### src/rtl/spq_pkg.sv
// shared types, codes and defaults of the sorted priority queue
package spq_pkg;

	localparam int DEFAULT_CAPACITY = 16;
	localparam int VALUE_W          = 32;
	localparam int PRIO_W           = 16;
	localparam int STATUS_W         = 2;
	localparam int COUNT_OUT_W      = 5;

	localparam logic OP_INSERT = 1'b0;
	localparam logic OP_REMOVE = 1'b1;

	localparam logic [STATUS_W-1:0] ST_DONE  = 2'd0;
	localparam logic [STATUS_W-1:0] ST_EMPTY = 2'd1;
	localparam logic [STATUS_W-1:0] ST_FULL  = 2'd2;

	typedef struct packed {
		logic signed [VALUE_W-1:0] value;
		logic signed [PRIO_W-1:0]  prio;
	} entry_t;

	// what a cell hands to its right neighbor
	typedef struct packed {
		logic   take;
		entry_t entry;
	} link_t;

	// broadcast to every cell
	typedef struct packed {
		logic   ins_en;
		logic   rem_en;
		entry_t entry;
	} cell_ctl_t;

endpackage

### src/rtl/spq_in_if.sv
// command channel: one word per insert or remove
interface spq_in_if;
	import spq_pkg::*;

	logic                      valid;
	logic                      ready;
	logic                      op;
	logic signed [VALUE_W-1:0] item_value;
	logic signed [PRIO_W-1:0]  item_priority;

	modport source (output valid, output op, output item_value, output item_priority,
		input ready);
	modport sink (input valid, input op, input item_value, input item_priority,
		output ready);
endinterface

### src/rtl/spq_out_if.sv
// result channel: one word per command
interface spq_out_if;
	import spq_pkg::*;

	logic                      valid;
	logic                      ready;
	logic [STATUS_W-1:0]       status;
	logic                      head_valid;
	logic signed [VALUE_W-1:0] head_value;
	logic signed [PRIO_W-1:0]  head_priority;
	logic [COUNT_OUT_W-1:0]    entry_count;

	modport source (output valid, output status, output head_valid, output head_value,
		output head_priority, output entry_count, input ready);
	modport sink (input valid, input status, input head_valid, input head_value,
		input head_priority, input entry_count, output ready);
endinterface

### src/rtl/spq_cell.sv
// one slot of the sorted chain: compare, shift right on insert, shift left on remove
module spq_cell
	import spq_pkg::*;
#(
	parameter int INDEX = 0,
	parameter int CW    = 5
) (
	input  logic          clk,
	input  cell_ctl_t     ctl,
	input  logic [CW-1:0] count,
	input  link_t         left_link,
	input  entry_t        right_entry,
	output link_t         link
);

	entry_t entry_q;
	logic   slot_valid;
	logic   take;

	assign slot_valid = count > CW'(INDEX);
	// strict compare keeps equal priorities in arrival order
	assign take = !slot_valid || (ctl.entry.prio > entry_q.prio);

	always_ff @(posedge clk) begin
		if (ctl.ins_en && take) begin
			entry_q <= left_link.take ? left_link.entry : ctl.entry;
		end else if (ctl.rem_en) begin
			entry_q <= right_entry;
		end
	end

	assign link.take  = take;
	assign link.entry = entry_q;

endmodule

### src/rtl/sorted_priority_queue.sv
// sorted priority queue: a row of compare-and-shift cells with a registered result
// the result word of a command is valid in the cycle after the command is accepted
// throughput: one command per cycle while results are taken; every cell compares against
// the broadcast entry at once and loads from its left or right neighbor in the same cycle
// a result word waiting at the output still lets the next command in when it is taken
// reset: arst_n clears the entry count and the result valid flag; slot contents are not reset
module sorted_priority_queue
	import spq_pkg::*;
#(
	parameter int CAPACITY = DEFAULT_CAPACITY
) (
	input  logic      clk,
	input  logic      arst_n,
	spq_in_if.sink    cmd,
	spq_out_if.source result
);

	localparam int CW = $clog2(CAPACITY + 1);

	// queue occupancy
	logic [CW-1:0] count_q;
	logic [CW-1:0] count_next;
	logic          full;
	logic          empty;

	// handshake
	logic accept;
	logic out_valid_q;

	// cell chain
	cell_ctl_t ctl;
	link_t     links [CAPACITY];
	link_t     no_link;
	entry_t    new_entry;
	entry_t    zero_entry;

	// next result word
	logic [STATUS_W-1:0] status_next;
	entry_t              head_next;
	logic                head_valid_next;

	// result registers
	logic [STATUS_W-1:0]       status_q;
	logic                      head_valid_q;
	logic signed [VALUE_W-1:0] head_value_q;
	logic signed [PRIO_W-1:0]  head_priority_q;
	logic [CW-1:0]             entry_count_q;

	// the output register frees up in the same cycle its word is taken
	assign cmd.ready = !out_valid_q || result.ready;
	assign accept    = cmd.valid && cmd.ready;

	assign full  = count_q == CW'(CAPACITY);
	assign empty = count_q == '0;

	assign new_entry.value = cmd.item_value;
	assign new_entry.prio  = cmd.item_priority;
	assign zero_entry      = '0;
	assign no_link         = '0;

	assign ctl.ins_en = accept && (cmd.op == OP_INSERT) && !full;
	assign ctl.rem_en = accept && (cmd.op == OP_REMOVE) && !empty;
	assign ctl.entry  = new_entry;

	// each cell sees its left neighbor's link and its right neighbor's entry
	for (genvar i = 0; i < CAPACITY; i++) begin : g_cell
		link_t  left_in;
		entry_t right_in;

		if (i == 0) begin : g_first
			assign left_in = no_link;
		end else begin : g_mid_left
			assign left_in = links[i-1];
		end

		if (i == CAPACITY - 1) begin : g_last
			assign right_in = zero_entry;
		end else begin : g_mid_right
			assign right_in = links[i+1].entry;
		end

		spq_cell #(
			.INDEX (i),
			.CW    (CW)
		) u_cell (
			.clk         (clk),
			.ctl         (ctl),
			.count       (count_q),
			.left_link   (left_in),
			.right_entry (right_in),
			.link        (links[i])
		);
	end

	// status, count and head entry as they stand after this command
	always_comb begin
		status_next = ST_DONE;
		count_next  = count_q;
		head_next   = links[0].entry;
		if (cmd.op == OP_INSERT) begin
			if (full) begin
				status_next = ST_FULL;
			end else begin
				count_next = count_q + CW'(1);
				// the new entry is the head when the first cell takes it
				if (links[0].take) begin
					head_next = new_entry;
				end
			end
		end else begin
			if (empty) begin
				status_next = ST_EMPTY;
			end else begin
				count_next = count_q - CW'(1);
				head_next  = links[1].entry;
			end
		end
		head_valid_next = count_next != '0;
		if (!head_valid_next) begin
			head_next = zero_entry;
		end
	end

	always_ff @(posedge clk or negedge arst_n) begin
		if (!arst_n) begin
			count_q     <= '0;
			out_valid_q <= 1'b0;
		end else begin
			if (accept) begin
				count_q     <= count_next;
				out_valid_q <= 1'b1;
			end else if (result.ready) begin
				out_valid_q <= 1'b0;
			end
		end
	end

	// result payload, loaded with each accepted command
	always_ff @(posedge clk) begin
		if (accept) begin
			status_q        <= status_next;
			head_valid_q    <= head_valid_next;
			head_value_q    <= head_next.value;
			head_priority_q <= head_next.prio;
			entry_count_q   <= count_next;
		end
	end

	assign result.valid         = out_valid_q;
	assign result.status        = status_q;
	assign result.head_valid    = head_valid_q;
	assign result.head_value    = head_value_q;
	assign result.head_priority = head_priority_q;

	// entry count is reported in five bits, masked when the capacity needs more
	if (CW >= COUNT_OUT_W) begin : g_cnt_trunc
		assign result.entry_count = entry_count_q[COUNT_OUT_W-1:0];
	end else begin : g_cnt_ext
		assign result.entry_count = {{(COUNT_OUT_W-CW){1'b0}}, entry_count_q};
	end

endmodule

### src/flat_wrapper.sv
// flat-port wrapper written by rule: the top's interface ports become plain ports
module sorted_priority_queue_flat import spq_pkg::*;
#(
	parameter int CAPACITY = DEFAULT_CAPACITY
)
  (clk, arst_n, cmd_valid, cmd_op, cmd_item_value, cmd_item_priority, cmd_ready, result_valid, result_status, result_head_valid, result_head_value, result_head_priority, result_entry_count, result_ready);
  spq_in_if cmd_i ();
  spq_out_if result_i ();
  input  logic clk;
  input  logic arst_n;
  input wire logic [$bits(cmd_i.valid)-1:0] cmd_valid;
  input wire logic [$bits(cmd_i.op)-1:0] cmd_op;
  input wire logic [$bits(cmd_i.item_value)-1:0] cmd_item_value;
  input wire logic [$bits(cmd_i.item_priority)-1:0] cmd_item_priority;
  output wire logic [$bits(cmd_i.ready)-1:0] cmd_ready;
  output wire logic [$bits(result_i.valid)-1:0] result_valid;
  output wire logic [$bits(result_i.status)-1:0] result_status;
  output wire logic [$bits(result_i.head_valid)-1:0] result_head_valid;
  output wire logic [$bits(result_i.head_value)-1:0] result_head_value;
  output wire logic [$bits(result_i.head_priority)-1:0] result_head_priority;
  output wire logic [$bits(result_i.entry_count)-1:0] result_entry_count;
  input wire logic [$bits(result_i.ready)-1:0] result_ready;
  assign cmd_i.valid = cmd_valid;
  assign cmd_i.op = cmd_op;
  assign cmd_i.item_value = cmd_item_value;
  assign cmd_i.item_priority = cmd_item_priority;
  assign cmd_ready = cmd_i.ready;
  assign result_valid = result_i.valid;
  assign result_status = result_i.status;
  assign result_head_valid = result_i.head_valid;
  assign result_head_value = result_i.head_value;
  assign result_head_priority = result_i.head_priority;
  assign result_entry_count = result_i.entry_count;
  assign result_i.ready = result_ready;
  sorted_priority_queue #(.CAPACITY(CAPACITY)) u_core (.clk(clk), .arst_n(arst_n), .cmd(cmd_i), .result(result_i));
endmodule
### config.mk
export PLATFORM = sky130hd
export DESIGN_NAME = sorted_priority_queue_flat
export DESIGN_NICKNAME = d
export VERILOG_FILES = /design/src/rtl/spq_pkg.sv /design/src/rtl/spq_in_if.sv /design/src/rtl/spq_out_if.sv /design/src/rtl/spq_cell.sv /design/src/rtl/sorted_priority_queue.sv /design/src/flat_wrapper.sv
export SDC_FILE = /design/constraint.sdc
export NUM_CORES = 2
export LEC_CHECK = 0
export BUFFER_PORTS_ARGS = -buffer_cell sky130_fd_sc_hd__buf_4
export CAP_MARGIN = 20
export CORE_MARGIN = 4
export CORE_UTILIZATION = 42
export CTS_BUF_LIST = sky130_fd_sc_hd__clkbuf_4 sky130_fd_sc_hd__clkbuf_8 sky130_fd_sc_hd__clkbuf_16
export CTS_CLUSTER_DIAMETER = 80
export DETAILED_ROUTE_END_ITERATION = 16
export SETUP_SLACK_MARGIN = 0.02
export SLEW_MARGIN = 10
export SYNTH_ARGS = -nofsm -noshare
export SYNTH_HDL_FRONTEND = slang
export SYNTH_HIERARCHICAL = 1
export SYNTH_SLANG_ARGS = --single-unit
### constraint.sdc
create_clock -name clk -period 6.24 [get_ports clk]
set_clock_uncertainty 0.1 [all_clocks]
set_input_delay 0.624 -clock clk [delete_from_list [all_inputs] [get_ports clk]]
set_output_delay 0.624 -clock clk [all_outputs]
set_load 0.02 [all_outputs]
==> metrics list <==
* Status: complete, no violations
* Final Hold Vio Count: 0
- Cell-by-cell listing of the critical path: inv_1 > ha_1 > nand4_1 > or4_4 > o32a_2 > a21oi_1 > clkinv_1 > buf_4 > mux2_2 > mux2_2
- Static Leak: 24.4 nW
- Count of port buffers added during placement: 110
* Number of setup buffers added after CTS: 0
- Detailed-routing iteration count for the pre-antenna-repair pass: 5
* Overall fraction of global-route tracks in use: 19.5%
* Clock share of power: 22.9%
- Type of the setup path with the least slack: reg -> reg
- In the final routed layout, each cell accounts on average for 21.2 um.
- The die covers 142000 um2.
- Cell internal power was estimated by the tool at 16.0 mW.
* Post-route cell area: 62700 um2
- The wire-length estimate of the detail-placed layout is 101 mm.
- For this run, design rule violations remaining after detail routing come to 0.
- Antenna Violating Nets Remaining: 0
* Category of the worst setup path capture point: register
- The area growth from synthesis to layout is 9.71%.
- After floorplanning, the core was sized to cover 135000 um2.
- Max Transition Viols Final: 0
- Of all nets on the critical path, the largest fanout is 29.
* Cell type of the slowest stage on the worst timing path: clkinv_1
- The later pin in the worst-skew pair is clocked with a latency of 0.72 ns.
* Initial detailed-routing violation count: 3170
* Total Nets Final: 5165
* Sw Ratio: 34.6%
- Avg Cell Area, Syn: 11.8 um2
- Post-Place Cell Area: 59500 um2
- Row generation in the floorplan step produced 135 rows.
* TritonCTS clock tree: done
* Portion of total power attributed to sequential cells: 37.6%
* Aggregate global routing overflow: 0
- Antenna violations before repair: 1
- Largest stage delay on the critical path: 0.66 ns
- The clock tree synthesis step divided the H-tree into 3 levels.
- Adding up every negative setup slack in the final design gives 0 ns.
- Cell type with the highest occurrence count on the critical path: mux2_2
- Clock-pin slew was measured on the worst setup and hold paths at 0.06 ns.
* Met2 Track Usage GR: 29.1%
- Initial core utilization: 42.2%
* Met1 global-route usage: 30.2%
- The clock passes through at most 3 buffers.
- The analysis attributes to net switching a power of 8.45 mW.
* Unrepaired setup endpoints after global routing: no
- Maximum number of pins on one net before global-route repair: 97
- Vias per inst: 5.76
- In the global route stage, met3 resource usage came out at 2.54%.
- GRT busiest layer: met1
- Placer congestion estimate: 0.851
* Post-synthesis cell count: 4840
- Number of sinks handled by clock tree synthesis: 830
- Die boundary height: 377 um
* WP data arrival: 4.58 ns
- The number of global-route vias before repair came to 37919.
- Measured along the x axis, the die boundary spans 377 um.
* Inserted Clock Buffers: 97
- Routed vias: 38708
* IO Pins: 111
- At the pin with the least slew margin, the transition time is 1.08 ns.
* Maximum Capacitance Violations: 0
- Number of warnings printed during yosys synthesis: 6
- Measured on the finished design, the core utilization comes to 46.3%.
* Power per unit of standard cell area: 390 nW/um2
- Time the worst path needs with I/O delays and setup: 4.23 ns
- In this run the cell area of the synthesized design comes to 57100 um2.
- Data on the critical path is required at its endpoint by 6.59 ns.
* Critical path launch point type: register
- Of the available clock period, the critical path in the final layout requires 67.8%.
- Headroom to the max-slew limit came out at 27.7%.
- Fraction of final layout cells with drive strength greater than 1: 30.6%
- Fraction of power consumed by combinational cells: 39.5%
- The first global-routing pass estimated 226 mm of wire.
* Total setup violations reported at the end of the flow: 0
- IR analysis of the VDD net gives a maximum drop of 0.000239 V.
* Worst min path class: in -> reg
- Clock tree synthesis selected as its root buffer the cell clkbuf_16.
- Highest attainable clock frequency: 236 MHz
* Final wirelength: 142 mm
layout make-up:
| class | count | area, um2 |
|---|---|---|
| diodes | 1 | 2.50 |
| clock buffers | 119 | 2630 |
| clock inverters | 61 | 462 |
| fillers | 12239 | 72600 |
| inverters | 299 | 1120 |
| multi-input cells | 3420 | 29600 |
| flip-flops and latches | 830 | 24900 |
| well taps | 1781 | 2230 |
| repair buffers | 206 | 1730 |
flip-flops by register name, summed over array words and instances (netlist names):
register,flops
u_core/result.status,2
u_core/result.valid,1
u_core/result.entry_count,5
u_core/g_cell.u_cell/link,768
u_core/result.head_priority,16
u_core/result.head_valid,1
u_core/result.head_value,32
u_core/count_q,5
worst paths after layout:
kind | startpoint | end | slack (ns) | cells past startpoint
min | result_ready | u_core/result.valid | 0.13 | 3
max reg2reg | u_core/g_cell[5].u_cell/link[15] | u_core/g_cell[6].u_cell/link[33] | 2.01 | 10
max in group asynchronous | arst_n | u_core/result.valid | 5.73 | 2
min reg2reg | u_core/g_cell[15].u_cell/link[17] | u_core/g_cell[14].u_cell/link[17] | 0.44 | 1
max | u_core/g_cell[5].u_cell/link[15] | u_core/g_cell[6].u_cell/link[33] | 2.01 | 10
min in group asynchronous | arst_n | u_core/count_q[3] | 0.18 | 2
metal layers:
layer  vias up  wire length (um)
li1      18605                 -
met1     18940             72600
met2      1009             60500
met3       154              6980
met4         0              2340
met5         -                 0
metrics by stage:
step / hold WS, ns / power, mW / setup WS, ns / std cells
global route: 0.144 / 25.8 / 1.81 / 6716
floorplan: 0.228 / 16.5 / 0.784 / 4939
finish: 0.130 / 24.4 / 2.01 / 6717
CTS: 0.0738 / 24.5 / 2.00 / 6715
detailed placement: 0.344 / 18.9 / 1.47 / 6533
global placement: 0.343 / 18.6 / 1.46 / 6525
power by group through the flow:
stage | logic [mW] | clock network (mW) | registers, mW
6_report | 9.65 | 5.61 | 9.18
5_1_grt | 10.6 | 5.98 | 9.31
4_1_cts | 9.64 | 5.76 | 9.15
3_5_place_dp | 9.60 | 0 | 9.26
3_3_place_gp | 9.31 | 0 | 9.25
2_1_floorplan | 7.53 | 0 | 8.96
critical path, delay by kind of cell (launching register included):
family / cells / cell delay [ns]
flops: 1 / 0.39
mux: 2 / 0.58
buf+inv: 3 / 1.22
compound gates: 2 / 0.69
fa+ha+maj: 1 / 0.31
simple gates: 2 / 0.67
placed cells by master, fill, tap and decap left out, types with 100 or more instances in the layout:
master	count
a21oi_1	104
nand2_1	200
edfxtp_1	824
a211oi_1	105
inv_1	294
nand2b_1	161
buf_4	190
mux2i_1	241
ha_1	258
nor2_1	126
mux2_2	957
a31oi_1	288
conb_1	100
what timing repair did:
action,in CTS,in global routing
resized for setup,0,0
hold buffers,2,0
setup endpoints to repair,0,0
hold endpoints to repair,7,0
Power figures use the tool's default switching activity.
